File: src/sv/lps_pkg.sv
// ----------------------------------------------------------------------------
// lps_pkg
// Types and constants shared by the loss probe session table and its cells.
// ----------------------------------------------------------------------------
package lps_pkg;

	// index field wide enough for the largest supported table (1024 entries)
	localparam int IDX_W = 10;
	localparam int KEY_W = 64;
	localparam int CNT_W = 16;
	localparam int AGE_W = 7;
	localparam int VER_W = 16;
	localparam int LEN_W = 11;

	localparam logic [AGE_W-1:0] AGE_MAX     = 7'd127;
	localparam logic [LEN_W-1:0] MIN_PKT_LEN = 11'd2;

	localparam logic [VER_W-1:0] EXPVER_RESET   = 16'd0;
	localparam logic [LEN_W-1:0] BASELEN_RESET  = 11'd16;
	localparam logic [AGE_W-1:0] LIFETIME_RESET = 7'd60;

	localparam int CFG_IDX_W  = 2;
	localparam int CFG_DATA_W = 16;
	localparam logic [CFG_IDX_W-1:0] CFG_EXPVER   = 2'd0;
	localparam logic [CFG_IDX_W-1:0] CFG_BASELEN  = 2'd1;
	localparam logic [CFG_IDX_W-1:0] CFG_LIFETIME = 2'd2;

	localparam logic FUNC_PACKET = 1'b0;
	localparam logic FUNC_TICK   = 1'b1;

	typedef enum logic [1:0] {
		REQ_INIT  = 2'd0,
		REQ_PING  = 2'd1,
		REQ_CLEAN = 2'd2,
		REQ_OTHER = 2'd3
	} req_kind_t;

	typedef enum logic [2:0] {
		RPL_INITIATED = 3'd0,
		RPL_PONG      = 3'd1,
		RPL_PONG_WHO  = 3'd2,
		RPL_CLEANED   = 3'd3,
		RPL_UNKNOWN   = 3'd4
	} reply_kind_t;

	typedef enum logic [2:0] {
		CMD_NONE,
		CMD_TICK,
		CMD_INIT,
		CMD_PING,
		CMD_CLEAR
	} cmd_op_t;

	typedef enum logic {
		ST_IDLE,
		ST_SEARCH
	} state_t;

	// lookup token that walks the cell chain
	typedef struct packed {
		logic             vld;
		logic             hit;
		logic [IDX_W-1:0] hit_idx;
		logic [CNT_W-1:0] cnt;
		logic             free;
		logic [IDX_W-1:0] free_idx;
	} token_t;

	// update broadcast to every cell
	typedef struct packed {
		cmd_op_t          op;
		logic [IDX_W-1:0] idx;
	} cell_cmd_t;

endpackage

File: src/sv/lps_cell.sv
// ----------------------------------------------------------------------------
// lps_cell
// One session entry: holds key, ping count and age, folds its own state into
// the lookup token and passes the token on to the next cell.
// ----------------------------------------------------------------------------
module lps_cell #(
	parameter int CELL_IDX = 0
) (
	input  logic                      clk,
	input  logic                      arst_n,
	input  logic [lps_pkg::KEY_W-1:0] id,
	input  logic [lps_pkg::AGE_W-1:0] lifetime,
	input  lps_pkg::cell_cmd_t        cmd,
	input  lps_pkg::token_t           tok_i,
	output lps_pkg::token_t           tok_o
);
	import lps_pkg::*;

	logic             valid_q;
	logic [KEY_W-1:0] key_q;
	logic [CNT_W-1:0] count_q;
	logic [AGE_W-1:0] age_q;
	token_t           tok_q;
	token_t           tok_n;
	logic             sel;
	logic             match;
	logic [AGE_W-1:0] age_inc;

	assign sel     = (cmd.idx == IDX_W'(CELL_IDX));
	assign match   = valid_q && (key_q == id);
	assign age_inc = (age_q < AGE_MAX) ? age_q + 1'b1 : age_q;

	always_comb begin
		tok_n = tok_i;
		if (!tok_i.hit && match) begin
			tok_n.hit     = 1'b1;
			tok_n.hit_idx = IDX_W'(CELL_IDX);
			tok_n.cnt     = count_q + 1'b1;
		end
		if (!tok_i.free && !valid_q) begin
			tok_n.free     = 1'b1;
			tok_n.free_idx = IDX_W'(CELL_IDX);
		end
	end

	always_ff @(posedge clk or negedge arst_n) begin
		if (!arst_n) begin
			valid_q <= 1'b0;
			tok_q   <= '0;
		end else begin
			tok_q <= tok_n;
			case (cmd.op)
				CMD_TICK: begin
					if (valid_q && age_inc >= lifetime) begin
						valid_q <= 1'b0;
					end
				end
				CMD_INIT: begin
					if (sel) begin
						valid_q <= 1'b1;
					end
				end
				CMD_CLEAR: begin
					if (sel) begin
						valid_q <= 1'b0;
					end
				end
				default: ;
			endcase
		end
	end

	always_ff @(posedge clk) begin
		case (cmd.op)
			CMD_TICK: begin
				if (valid_q) begin
					age_q <= age_inc;
				end
			end
			CMD_INIT: begin
				if (sel) begin
					key_q   <= id;
					count_q <= '0;
					age_q   <= '0;
				end
			end
			CMD_PING: begin
				if (sel) begin
					count_q <= count_q + 1'b1;
					age_q   <= '0;
				end
			end
			default: ;
		endcase
	end

	assign tok_o = tok_q;

endmodule

File: config.mk
export PLATFORM = sky130hd
export DESIGN_NAME = lps_cell
export DESIGN_NICKNAME = d
export VERILOG_FILES = /design/src/sv/lps_pkg.sv /design/src/sv/lps_cell.sv
export SDC_FILE = /design/constraint.sdc
export NUM_CORES = 1
export LEC_CHECK = 0
export BUFFER_PORTS_ARGS = -buffer_cell sky130_fd_sc_hd__buf_4
export CORE_MARGIN = 2
export CORE_UTILIZATION = 40
export DETAILED_ROUTE_END_ITERATION = 7
export PLACE_DENSITY = 0.62
export SLEW_MARGIN = 20
export SYNTH_ARGS = -nofsm -noshare
export SYNTH_HDL_FRONTEND = slang
export SYNTH_SLANG_ARGS = --single-unit
File: constraint.sdc
create_clock -name clk -period 2.6 [get_ports clk]
set_input_delay 0.39 -clock clk [delete_from_list [all_inputs] [get_ports clk]]
set_output_delay 0.39 -clock clk [all_outputs]
set_load 0.01 [all_outputs]
==> metrics <==
share of the synthesized area in the top cell type=0.471; vias per cell=between 4 and 5; Final Non-Filler Cells=769; layout cells sized above 1=0.384; post-synthesis sequential area ratio=0.651; Clock Latency Late Sink=slightly above 0.4 ns; clk buf depth=2; Remaining DRCs=0; RePlAce Congestion=0.784; Fmax achieved=419 MHz; filler cell count=1176; syn_nets=523; Synth Cell Area=5550 sq um; Horiz. Die Dim=approximately 120 microns; Final Core Density=0.558; normalized max-slew margin=0.612; crit end category=flip-flop; post-DR wirelength/cell=14.8 microns; root buffer cell=clkbuf_16; delay-heaviest family, CP=simple AND/OR/NAND/NOR gates; Critical Path RT=2.95 ns; die height=122 microns; largest net degree at the start of global routing=65; Layout area overhead=37.8%; max-cap violation count=0; CTS HTree Levels=4; CTS Buf Count=17; antenna cells=0; Yosys reg bits=about 130; final clock skew=0.00659 ns; Synth Warn #=0; Worst path max stage delay=0.40 ns; I/O Buffers=163; arrival time worst endpoint=~2.7 ns; fraction of registers with async set/reset=0.315; unrepaired setup endpoints after global routing=false; Max Slew Vio Count=0; final global-route overflow total=0; clock sink total=127; Min Hold Slack=0.0909 ns; Area contributors post-synth=edfxtp_1 (47%), dfrtp_1 (18%), xor2_1 (6.9%); Slew @ Worst Pin=0.579 ns; Power Density=635 nW/um^2; Final setup viols=0; synth unique cells=40; vias in the first global route=3723; area occupied by multi-input gates=1860 sq um; Pleak=roughly 3.2 nW; HPWL Detailed=8.45 mm; CTS clk-pin slew, worst paths=0.05 ns; Post-synth EDFFs=87; Max FO, Critical Path=5; Initial Util=0.405; largest area contributor in the netlist=edfxtp_1; Slowest-stage cell, CP=edfxtp_1; Synth Area per Inst=14.3 sq um; Synth Instances=roughly 390; first-pass GRT wire length=approximately 18 mm; crit path kind=reg2reg; gr usage total=0.159; Initial DRC Count=170; Placement Rows=43; NumNets Final=710; IR drop worst, VDD=0.000420 V; commonest non-fill, non-tap cell in the layout=buf_4; outcome=finished, final reports clean; CTS tree=done; register area=3610 sq um; crit start category=flip-flop; HP Class=in2reg; setup bufs post-CTS=0; prevailing post-synth register cell=edfxtp_1; WP buf/inv=1; number of instances in the placed design=736; initial antenna violation count=0; vias=3637; DRT Pass-1 Iters=4; Routed Antenna Nets=0; core area=13700 sq um; crit path time final=2.39 ns; final hold vios=0; Top Ports=around 160; DRT Wirelength=about 11 mm; most frequent cells in the layout=buf_4 (169), edfxtp_1 (87), xor2_1 (44), dfrtp_1 (40), nor2b_1 (33); final worst-path cycle share=0.918; full die area=14800 sq um; critical-path cell list=and3_1, nand3_1, and2_1, ha_1, nand2b_1, a21oi_1, nor2b_1, o21ai_0, a211oi_1, o311ai_1, buf_4; Final TNS setup=0 ns
==> synthesized netlist by cell type (all sizes together), types with 2 or more instances <==
cell	instances
a21oi	3
nor2b	33
xnor2	27
edfxtp	87
and2	11
nand3	14
nand4	11
mux2i	2
and3	4
o2111ai	2
nor3	6
o21ai	2
a221o	2
dfrtp	40
nand2	10
clkbuf	3
nor2	14
nor4	13
inv	18
xor2	44
o21a	2
nand2b	4
mux2	16
ha	9
==> final cells by class <==
type                            instances  share of cell area
Sequential cell                       127               0.472
Clock inverter                          9             0.00654
Tap cell                              180              0.0294
Inverter                               18             0.00883
Timing Repair Buffer                  172               0.172
Clock buffer                           23              0.0679
Multi-Input combinational cell        240               0.243
==> power by group <==
part	switching, W	internal [W]	total [W]
Clock	0.000829	0.00139	0.00222
Combinational	0.000165	0.000244	0.000409
Sequential	0.0000147	0.00221	0.00222
Total	0.00101	0.00385	0.00486
==> kinds of logic after synthesis <==
family / synth area share
DFF: 0.651
muxes: 0.0421
AOI/OAI and AO/OA: 0.0255
and+or+nand+nor: 0.133
xor gates and xnor gates: 0.112
buffers and inverters: 0.0162
adders and majority gates: 0.0203
==> path summary, 6_finish.rpt <==
check / from / to / slack, ns / cells past startpoint
max in group asynchronous: arst_n / tok_o[8]$_DFF_PN0_ / 1.73 / 2
hold / removal: tok_i[38] / tok_o[38]$_DFF_PN0_ / 0.09 / 1
setup reg to reg: age_q[2]$_SDFFCE_PN0P_ / valid_q$_DFFE_PN0P_ / 0.21 / 11
hold reg to reg: count_q[0]$_SDFFCE_PP0P_ / tok_o[11]$_DFF_PN0_ / 0.58 / 1
min in group asynchronous: arst_n / tok_o[34]$_DFF_PN0_ / 0.52 / 2
setup / recovery: age_q[2]$_SDFFCE_PN0P_ / valid_q$_DFFE_PN0P_ / 0.21 / 11
==> layer usage <==
metal | vias up | track usage | wire length (microns)
met5 | - | 0 | 0
met4 | 0 | 0.0668 | 121
met3 | 10 | 0.0440 | 761
met2 | 121 | 0.261 | 5550
met1 | 1736 | 0.199 | 4980
li1 | 1770 | - | -
==> state kept, by name (all words and copies together), names as in the netlist <==
register / count
key_q: 64
valid_q: 1
tok_o: 39
age_q: 7
count_q: 16
==> stage by stage <==
stage          instance area [sq um]  setup WS [ns]  power [W]
6_report                        7650          0.214    0.00486
5_1_grt                         7650        0.00474    0.00504
4_1_cts                         7650          0.102    0.00492
3_5_place_dp                    7070         0.0186    0.00268
3_3_place_gp                    7070         0.0526    0.00266
2_1_floorplan                   5560          0.224    0.00240
==> timing repair <==
item / CTS / global route
hold buffers: 1 / 0
gates resized for setup: 0 / 1
hold endpoints to repair: 40 / 0
setup endpoints to repair: 0 / 1
No activity file was read; power rests on OpenSTA's default activity.
