## src/sv/lps_pkg.sv

```systemverilog
// ----------------------------------------------------------------------------
// lps_pkg
// Types and constants shared by the loss probe session table and its cells.
// ----------------------------------------------------------------------------
package lps_pkg;

	// index field wide enough for the largest supported table (1024 entries)
	localparam int IDX_W = 10;
	localparam int KEY_W = 64;
	localparam int CNT_W = 16;
	localparam int AGE_W = 7;
	localparam int VER_W = 16;
	localparam int LEN_W = 11;

	localparam logic [AGE_W-1:0] AGE_MAX     = 7'd127;
	localparam logic [LEN_W-1:0] MIN_PKT_LEN = 11'd2;

	localparam logic [VER_W-1:0] EXPVER_RESET   = 16'd0;
	localparam logic [LEN_W-1:0] BASELEN_RESET  = 11'd16;
	localparam logic [AGE_W-1:0] LIFETIME_RESET = 7'd60;

	localparam int CFG_IDX_W  = 2;
	localparam int CFG_DATA_W = 16;
	localparam logic [CFG_IDX_W-1:0] CFG_EXPVER   = 2'd0;
	localparam logic [CFG_IDX_W-1:0] CFG_BASELEN  = 2'd1;
	localparam logic [CFG_IDX_W-1:0] CFG_LIFETIME = 2'd2;

	localparam logic FUNC_PACKET = 1'b0;
	localparam logic FUNC_TICK   = 1'b1;

	typedef enum logic [1:0] {
		REQ_INIT  = 2'd0,
		REQ_PING  = 2'd1,
		REQ_CLEAN = 2'd2,
		REQ_OTHER = 2'd3
	} req_kind_t;

	typedef enum logic [2:0] {
		RPL_INITIATED = 3'd0,
		RPL_PONG      = 3'd1,
		RPL_PONG_WHO  = 3'd2,
		RPL_CLEANED   = 3'd3,
		RPL_UNKNOWN   = 3'd4
	} reply_kind_t;

	typedef enum logic [2:0] {
		CMD_NONE,
		CMD_TICK,
		CMD_INIT,
		CMD_PING,
		CMD_CLEAR
	} cmd_op_t;

	typedef enum logic {
		ST_IDLE,
		ST_SEARCH
	} state_t;

	// lookup token that walks the cell chain
	typedef struct packed {
		logic             vld;
		logic             hit;
		logic [IDX_W-1:0] hit_idx;
		logic [CNT_W-1:0] cnt;
		logic             free;
		logic [IDX_W-1:0] free_idx;
	} token_t;

	// update broadcast to every cell
	typedef struct packed {
		cmd_op_t          op;
		logic [IDX_W-1:0] idx;
	} cell_cmd_t;

endpackage

```

## src/sv/lps_ctrl.sv

```systemverilog
// ----------------------------------------------------------------------------
// lps_ctrl
// Configuration registers, packet screening, search sequencing and reply
// generation for the session table.
// ----------------------------------------------------------------------------
module lps_ctrl (
	input  logic                           clk,
	input  logic                           arst_n,
	input  logic                           start,
	output logic                           busy,
	input  logic                           func,
	input  logic [lps_pkg::LEN_W-1:0]      pkt_length,
	input  logic [lps_pkg::VER_W-1:0]      pkt_version,
	input  logic [1:0]                     request_kind,
	input  logic [lps_pkg::KEY_W-1:0]      session_id,
	input  logic                           cfg_valid,
	output logic                           cfg_ready,
	input  logic [lps_pkg::CFG_IDX_W-1:0]  cfg_index,
	input  logic [lps_pkg::CFG_DATA_W-1:0] cfg_data,
	output logic                           done,
	output logic [2:0]                     reply_kind,
	output logic [lps_pkg::VER_W-1:0]      reply_version,
	output logic [lps_pkg::KEY_W-1:0]      reply_id,
	output logic [lps_pkg::CNT_W-1:0]      rx_count,
	output logic                           table_full,
	output logic [lps_pkg::KEY_W-1:0]      id,
	output logic [lps_pkg::AGE_W-1:0]      lifetime,
	output lps_pkg::cell_cmd_t             cmd,
	output lps_pkg::token_t                tok_head,
	input  lps_pkg::token_t                tok_tail
);
	import lps_pkg::*;

	logic [VER_W-1:0] expver_q;
	logic [LEN_W-1:0] baselen_q;
	logic [AGE_W-1:0] lifetime_q;

	state_t           state_q, state_n;
	logic             launch_q;
	req_kind_t        kind_q;
	logic [VER_W-1:0] ver_q;
	logic [KEY_W-1:0] id_q;

	logic             done_q;
	reply_kind_t      reply_q;
	logic [VER_W-1:0] rver_q;
	logic [KEY_W-1:0] rid_q;
	logic [CNT_W-1:0] rx_q;
	logic             full_q;

	logic             accept;
	logic             serve;
	logic             finish;
	reply_kind_t      reply_n;
	logic [CNT_W-1:0] rx_n;
	logic             full_n;

	assign cfg_ready = 1'b1;
	assign busy      = (state_q != ST_IDLE);
	assign accept    = start && !busy;
	assign serve     = accept && (func == FUNC_PACKET) && (pkt_length >= MIN_PKT_LEN)
		&& (pkt_version == expver_q) && (pkt_length >= baselen_q);
	assign finish    = (state_q == ST_SEARCH) && tok_tail.vld;

	always_ff @(posedge clk or negedge arst_n) begin
		if (!arst_n) begin
			expver_q   <= EXPVER_RESET;
			baselen_q  <= BASELEN_RESET;
			lifetime_q <= LIFETIME_RESET;
		end else if (cfg_valid && cfg_ready) begin
			unique case (cfg_index)
				CFG_EXPVER:   expver_q   <= cfg_data[VER_W-1:0];
				CFG_BASELEN:  baselen_q  <= cfg_data[LEN_W-1:0];
				CFG_LIFETIME: lifetime_q <= cfg_data[AGE_W-1:0];
				default: ;
			endcase
		end
	end

	always_ff @(posedge clk or negedge arst_n) begin
		if (!arst_n) begin
			state_q  <= ST_IDLE;
			launch_q <= 1'b0;
			done_q   <= 1'b0;
		end else begin
			state_q  <= state_n;
			launch_q <= serve;
			done_q   <= finish;
		end
	end

	always_ff @(posedge clk) begin
		if (serve) begin
			kind_q <= req_kind_t'(request_kind);
			ver_q  <= pkt_version;
			id_q   <= session_id;
		end
		if (finish) begin
			reply_q <= reply_n;
			rver_q  <= ver_q;
			rid_q   <= id_q;
			rx_q    <= rx_n;
			full_q  <= full_n;
		end
	end

	always_comb begin
		state_n = state_q;
		cmd.op  = CMD_NONE;
		cmd.idx = '0;
		reply_n = RPL_UNKNOWN;
		rx_n    = '0;
		full_n  = 1'b0;
		unique case (state_q)
			ST_IDLE: begin
				if (serve) begin
					state_n = ST_SEARCH;
				end
				if (accept && (func == FUNC_TICK)) begin
					cmd.op = CMD_TICK;
				end
			end
			ST_SEARCH: begin
				if (tok_tail.vld) begin
					state_n = ST_IDLE;
					unique case (kind_q)
						REQ_INIT: begin
							reply_n = RPL_INITIATED;
							if (tok_tail.hit) begin
								cmd.op  = CMD_INIT;
								cmd.idx = tok_tail.hit_idx;
							end else if (tok_tail.free) begin
								cmd.op  = CMD_INIT;
								cmd.idx = tok_tail.free_idx;
							end else begin
								full_n = 1'b1;
							end
						end
						REQ_PING: begin
							if (tok_tail.hit) begin
								reply_n = RPL_PONG;
								rx_n    = tok_tail.cnt;
								cmd.op  = CMD_PING;
								cmd.idx = tok_tail.hit_idx;
							end else begin
								reply_n = RPL_PONG_WHO;
							end
						end
						REQ_CLEAN: begin
							reply_n = RPL_CLEANED;
							if (tok_tail.hit) begin
								cmd.op  = CMD_CLEAR;
								cmd.idx = tok_tail.hit_idx;
							end
						end
						default: reply_n = RPL_UNKNOWN;
					endcase
				end
			end
			default: state_n = ST_IDLE;
		endcase
	end

	always_comb begin
		tok_head     = '0;
		tok_head.vld = launch_q;
	end

	assign id            = id_q;
	assign lifetime      = lifetime_q;
	assign done          = done_q;
	assign reply_kind    = reply_q;
	assign reply_version = rver_q;
	assign reply_id      = rid_q;
	assign rx_count      = rx_q;
	assign table_full    = full_q;

endmodule

```

## config.mk

```make
export PLATFORM = sky130hd
export DESIGN_NAME = lps_ctrl
export DESIGN_NICKNAME = d
export VERILOG_FILES = /design/src/sv/lps_pkg.sv /design/src/sv/lps_ctrl.sv
export SDC_FILE = /design/constraint.sdc
export NUM_CORES = 1
export LEC_CHECK = 0
export BUFFER_PORTS_ARGS = -buffer_cell sky130_fd_sc_hd__buf_4
export CAP_MARGIN = 40
export CORE_AREA = 2 2 148 150
export CTS_BUF_LIST = sky130_fd_sc_hd__clkbuf_16
export CTS_CLUSTER_SIZE = 25
export DETAILED_ROUTE_END_ITERATION = 12
export DIE_AREA = 0 0 150 152
export GPL_TIMING_DRIVEN = 0
export HOLD_SLACK_MARGIN = 0.1
export PLACE_DENSITY_LB_ADDON = 0.25
export SETUP_SLACK_MARGIN = 0.5
export SKIP_CTS_REPAIR_TIMING = 1
export SYNTH_ARGS = -nofsm -noshare
export SYNTH_HDL_FRONTEND = slang
export SYNTH_SLANG_ARGS = --single-unit
```

## constraint.sdc

```tcl
create_clock -name clk -period 5.87 [get_ports clk]
set_input_delay 0.2935 -clock clk [delete_from_list [all_inputs] [get_ports clk]]
set_output_delay 0.2935 -clock clk [all_outputs]
set_load 0.05 [all_outputs]
```

==> qor.yml, run 1 <==
finalCritPeriodShare_pct: 52.1
synth_cells: 426
dpl.hpwl_mm: 15.2
instances_no_fill: 1251
setup_ws_ns: 2.81
p_sw_mw: 0.832
hold_path_class: "input port to flip-flop"
seq_power_share_pct: 47.0
p_leak_nw: 5.53
finalPower_mw: 3.72
fp.dieArea_mm2: 0.0228
post-place-ws_ns: 2.81
critPathKind: "flip-flop to flip-flop"
finalSetupTns_ns: 0
yosysUniqueCellTypes: 38
port-buffer-count: 341
synthFlopType: "edfxtp_1"
drt_iter0_drc: 197
synth_area_mm2: 0.00801
crit_fanout: 14
drt-total-wl_mm: 21.4
slew_headroom_pct: 52.1
drive_above_1_share_pct: 49.5
synth_edf_count: 182
ff2ff_path_depth: 10
ios: 381
layout_common_cells: "382 x buf_4, 182 x edfxtp_1, 116 x dlygate4sd3_1"
drc: 0
vias: 5423
antenna_found_initial: 0
powerDensity_mw_per_mm2: 282
mostFrequentLayoutCell: "buf_4"
hold_viol: 0
multi_input_area_mm2: 0.00138
start_kind: "flip-flop"
clk_path_buf_depth: 3
grt-ovfl-total: 0
die_w_um: 150
antenna_cells: 0
clk_pin_slew_ns: 0.06
synthArstFlopShare_pct: 16.9
viasPerCell: 4.33
fin_nets: 1119
setup_viol: 0
holdPathStages: 3
wl_per_cell_um: 17.1
period_needed_ns: 3.06
crit_start: "baselen_q[4]"
fin_worst_skew_ns: 0.0158
h-tree-depth: 1
cts_sinks: 219
grt_pass1_vias: 4857
netSwitchingFraction_pct: 22.4
finalMaxSlewViolations: 0
cts_buffers: 24
ys_seq_area_share_pct: 79.9
regToRegSetupSlack_ns: 2.81
areaGrowthSynthToFinish_pct: 64.5
grt_start_max_net_pins: 59
core_area_mm2: 0.0214
final-seq-area_mm2: 0.00640
hold_start: "tok_tail[10]"
cap_viol_max_count: 0
dp.cells: 1091
synth-seq-cells: 219
drtAntennaViolNets: 0
dr.pass1.iters: 4
synth.avg_cell_area_um2: 18.8
cts_tree: "yes"
cp.required_ns: 6.08
intPower_mw: 2.89
yosys_warnings: 0
hold_slack_ns: 0.167
tightest_slew_ns: 0.719
critPathArrivalTime_ns: 3.27
clock-root-buffer: "clkbuf_16"
p_clk_share_pct: 42.0
start_util_pct: 37.5
max-vdd-ir-drop_v: 0.000190
r2r-start: "baselen_q[4]"
fmax_mhz: 327
rsz0062_at_grt: "false"
outcome: "finished clean"
comb_power_share_pct: 11.0
dieHeight_um: 152
gp_congestion: 0.799
rows: 54
clk_latency_ns: 0.51
cp-end-kind: "flip-flop"
grt_usage_pct: 16.6
grt_pass1_wl_mm: 28.9
fill_cells: 1638
-- final cells by class --
type	count	share of cell area, %
multi-input combinational	184	10.5
tap	280	2.66
buffer	45	2.48
sequential	219	48.6
timing repair buffer	464	29.1
clock buffer	25	4.75
inverter	15	0.446
clock inverter	19	1.52
-- Yosys cell counts (2+ instances only) --
| library cell | count | share of area (%) |
|---|---|---|
| a21oi_1 | 8 | 0.50 |
| or3_1 | 2 | 0.16 |
| nand4_1 | 4 | 0.31 |
| nand2_1 | 6 | 0.28 |
| nor2_1 | 12 | 0.56 |
| xnor2_1 | 3 | 0.33 |
| ha_1 | 11 | 1.7 |
| edfxtp_1 | 182 | 68 |
| dfrtp_1 | 32 | 10 |
| xor2_1 | 13 | 1.4 |
| nor4_2 | 3 | 0.47 |
| nor3_1 | 3 | 0.19 |
| o21ai_0 | 2 | 0.12 |
| a22oi_1 | 10 | 0.94 |
| conb_1 | 2 | 0.094 |
| nor4_1 | 2 | 0.16 |
| dfstp_2 | 5 | 1.6 |
| mux2_2 | 34 | 4.8 |
| nand3b_1 | 3 | 0.28 |
| inv_1 | 15 | 0.70 |
| buf_2 | 2 | 0.12 |
| buf_4 | 41 | 3.8 |
| and2_1 | 16 | 1.2 |
-- path summary, 6_finish.rpt --
path,endpoint
worst min register to register,reply_version[12]
worst min-delay path,table_full
max in group asynchronous,lifetime[3]
min in group asynchronous,expver_q[13]
worst max-delay path,id[3]
worst max register to register,id[3]
-- power groups by stage --
stage	Sequential, mW	Clock [mW]	Combinational [mW]
detailed placement	1.78	0	0.344
CTS	1.75	1.60	0.344
floorplan	1.81	0	0.182
global placement	1.78	0	0.336
finish	1.75	1.56	0.409
global route	1.75	1.67	0.441
-- per-stage QoR --
| stage | util [%] | area [µm²] |
|---|---|---|
| 5_1_grt | 61.7 | 13200 |
| 2_1_floorplan | - | 8150 |
| 3_5_place_dp | 52.4 | 11200 |
| 6_report | 61.7 | 13200 |
| 4_1_cts | 56.3 | 12000 |
| 3_3_place_gp | 51.8 | 11100 |
-- metal layers --
| metal | track usage, % | vias up | wire length (µm) |
|---|---|---|---|
| met1 | 19.1 | 2602 | 7810 |
| met5 | 0 | - | 0 |
| li1 | - | 2564 | - |
| met3 | 4.44 | 38 | 1750 |
| met2 | 30.0 | 219 | 11400 |
| met4 | 5.12 | 0 | 403 |
-- sequential cells by signal, summed over array words and instances (netlist names), 3 cells and up --
register / flops
baselen_q: 11
expver_q: 16
id: 64
lifetime: 7
reply_id: 64
reply_kind: 3
reply_version: 16
rx_count: 16
ver_q: 16
-- worst max-delay path, stage by stage (launching register included) --
cell and delay [ns]:
dfstp_2 0.53, inv_1 0.05, ha_1 0.29, nand4_1 0.13
a21oi_1 0.17, o211ai_2 0.13, a311oi_4 0.69, buf_8 0.25
buf_8 0.17, buf_8 0.17, buf_8 0.17
-- logic make-up after synthesis --
| kind of cell | Yosys count | synth area share (%) |
|---|---|---|
| fa+ha+maj | 11 | 1.72 |
| other cells | 2 | 0.0937 |
| xor+xnor | 16 | 1.75 |
| mux | 34 | 4.78 |
| buf+inv | 60 | 4.78 |
| compound gates | 26 | 2.31 |
| simple gates | 58 | 4.72 |
| flops | 219 | 79.9 |
(Power assumes the default switching activity.)
==> run 2: changes to the inputs <==
- clock period: 5.87 -> 3.2 ns (I/O delays scaled with it)
==> run 2 against run 1 <==
Net effect:
- first-iteration DRC count rose by 25%
- global-route usage fell by 0.66 points
- sequential cell count unchanged
- wire length down 1.1%
- combinational power increased by 87%
- sequential power up 83%
- die area unchanged
- worst setup slack got worse by 2.2 ns
==> qor.yml, run 2 (synthesis results as in run 1) <==
cap_viol_max_count: 0  # unchanged
cts_buffers: 24  # unchanged
grt_pass1_wl_mm: 28.1  # -2.7%
clk_pin_slew_ns: 0.06  # about the same
clk_path_buf_depth: 3  # unchanged
fp.dieArea_mm2: 0.0228  # unchanged
fin_nets: 1135  # +1.4%
clk_latency_ns: 0.50  # about the same
drive_above_1_share_pct: 50.0  # +0.46 points
hold_slack_ns: 0.104  # -0.0637 ns
drtAntennaViolNets: 0  # unchanged
hold_viol: 0  # unchanged
drc: 0  # unchanged
mostFrequentLayoutCell: "buf_4"
dpl.hpwl_mm: 14.7  # -3.3%
drt-total-wl_mm: 21.1  # -1.1%
rows: 54  # unchanged
grt_pass1_vias: 4848  # -0.19%
port-buffer-count: 341  # unchanged
core_area_mm2: 0.0214  # unchanged
critPathArrivalTime_ns: 2.78  # -0.49 ns
critPathKind: "flip-flop to flip-flop"
rsz0062_at_grt: "false"
antenna_found_initial: 1  # +1
max-vdd-ir-drop_v: 0.000348  # +83%
vias: 5482  # +1.1%
post-place-ws_ns: 0.407  # -2.40 ns
start_kind: "flip-flop"
viasPerCell: 4.33  # -0.19%
setup_viol: 0  # unchanged
tightest_slew_ns: 0.839  # +0.120 ns
fmax_mhz: 387  # +18%
slew_headroom_pct: 43.7  # -8.3 points
cts_sinks: 219  # unchanged
p_leak_nw: 5.57  # +0.69%
setup_ws_ns: 0.614  # -2.20 ns
wl_per_cell_um: 16.7  # -2.4%
fin_worst_skew_ns: 0.0101  # -0.00573 ns
cp.required_ns: 3.40  # -2.68 ns
cp-end-kind: "flip-flop"
start_util_pct: 37.5  # unchanged
die_w_um: 150  # unchanged
period_needed_ns: 2.59  # -0.469 ns
dr.pass1.iters: 4  # unchanged
layout_common_cells: "391 x buf_4, 182 x edfxtp_1, 121 x dlygate4sd3_1"
drt_iter0_drc: 247  # +25%
finalCritPeriodShare_pct: 80.8  # +29 points
grt_usage_pct: 16.0  # -0.66 points
ios: 381  # unchanged
final_cell_area_mm2: 0.0133  # +0.81%
hold_path_class: "input port to flip-flop"
dieHeight_um: 152  # unchanged
finalSetupTns_ns: 0  # unchanged
cts_tree: "yes"
h-tree-depth: 1  # unchanged
utilization_pct: 62.2  # +0.50 points
gp_congestion: 0.766  # -4.2%
outcome: "finished clean"
post_dp_cell_area_mm2: 0.0112  # +0.49%
areaGrowthSynthToFinish_pct: 65.8
crit_fanout: 15  # +1
finalMaxSlewViolations: 0  # unchanged
grt_start_max_net_pins: 39  # -34%
clock-root-buffer: "clkbuf_16"
powerDensity_mw_per_mm2: 495  # +75%
grt-ovfl-total: 0  # unchanged
-- run 2: changes by cell type in the layout (fill, tap and decap cells not counted), moves of 2 or more --
| cell | previous run | this run |
|---|---|---|
| clkinv_4 | 2 | 0 |
| clkinv_2 | 5 | 3 |
| buf_4 | 382 | 391 |
| buf_12 | 0 | 2 |
| dlygate4sd3_1 | 116 | 121 |
| buf_8 | 5 | 3 |
| clkinvlp_4 | 0 | 3 |
| clkinv_1 | 4 | 7 |
| bufinv_16 | 4 | 1 |
-- run 2: report_power, final --
part | leakage (nW) | internal (mW) | switching [mW]
Clock | 0.379 | 1.53 | 1.07
Sequential | 2.05 | 3.16 | 0.0480
Combinational | 3.14 | 0.406 | 0.359
Total | 5.57 | 5.10 | 1.48
-- run 2: final timing paths --
| check | start | to | slack [ns] | depth (start not counted) |
|---|---|---|---|---|
| worst max-delay path | baselen_q[4] | id[48] | 0.61 | 10 |
| worst min-delay path | tok_tail[37] | table_full | 0.10 | 3 |
| worst max register to register | baselen_q[4] | id[48] | 0.61 | 10 |
| worst min register to register | ver_q[15] | reply_version[15] | 0.42 | 0 |
| max in group asynchronous | arst_n | busy | 2.66 | 2 |
| min in group asynchronous | arst_n | lifetime[0] | 0.18 | 2 |
-- run 2: layout make-up --
cell class / count / area, µm²
fill: 1608 / 8070
sequential: 219 / 6400
timing repair buffer: 479 / 3970
multi-input combinational: 184 / 1410
clock buffer: 26 / 651
tap: 280 / 350
buffer: 45 / 327
clock inverter: 17 / 101
inverter: 15 / 60.1
timing repair inverter: 1 / 5.00
antenna: 1 / 2.50
-- run 2: critical path: stages (launching register included) --
cell	delay, ns
dfstp_2	0.53
inv_2	0.05
ha_4	0.25
a21oi_1	0.05
o21ai_0	0.21
o211ai_2	0.13
a311oi_4	0.31
buf_8	0.18
buf_8	0.17
buf_6	0.19
buf_6	0.20
-- run 2: metrics by stage --
stage	std cells	power, mW
after floorplan	463	3.66
after global placement	1084	3.89
after detailed placement	1092	3.90
after CTS	1135	6.50
after global routing	1267	6.82
final	1267	6.57
-- run 2: layer usage --
layer | vias up | track usage, % | part of all wire (%)
met3 | 27 | 5.08 | 8.3
met4 | 0 | 4.58 | 1.6
met5 | - | 0 | 0
met2 | 240 | 28.5 | 54
li1 | 2608 | - | -
met1 | 2607 | 18.2 | 36
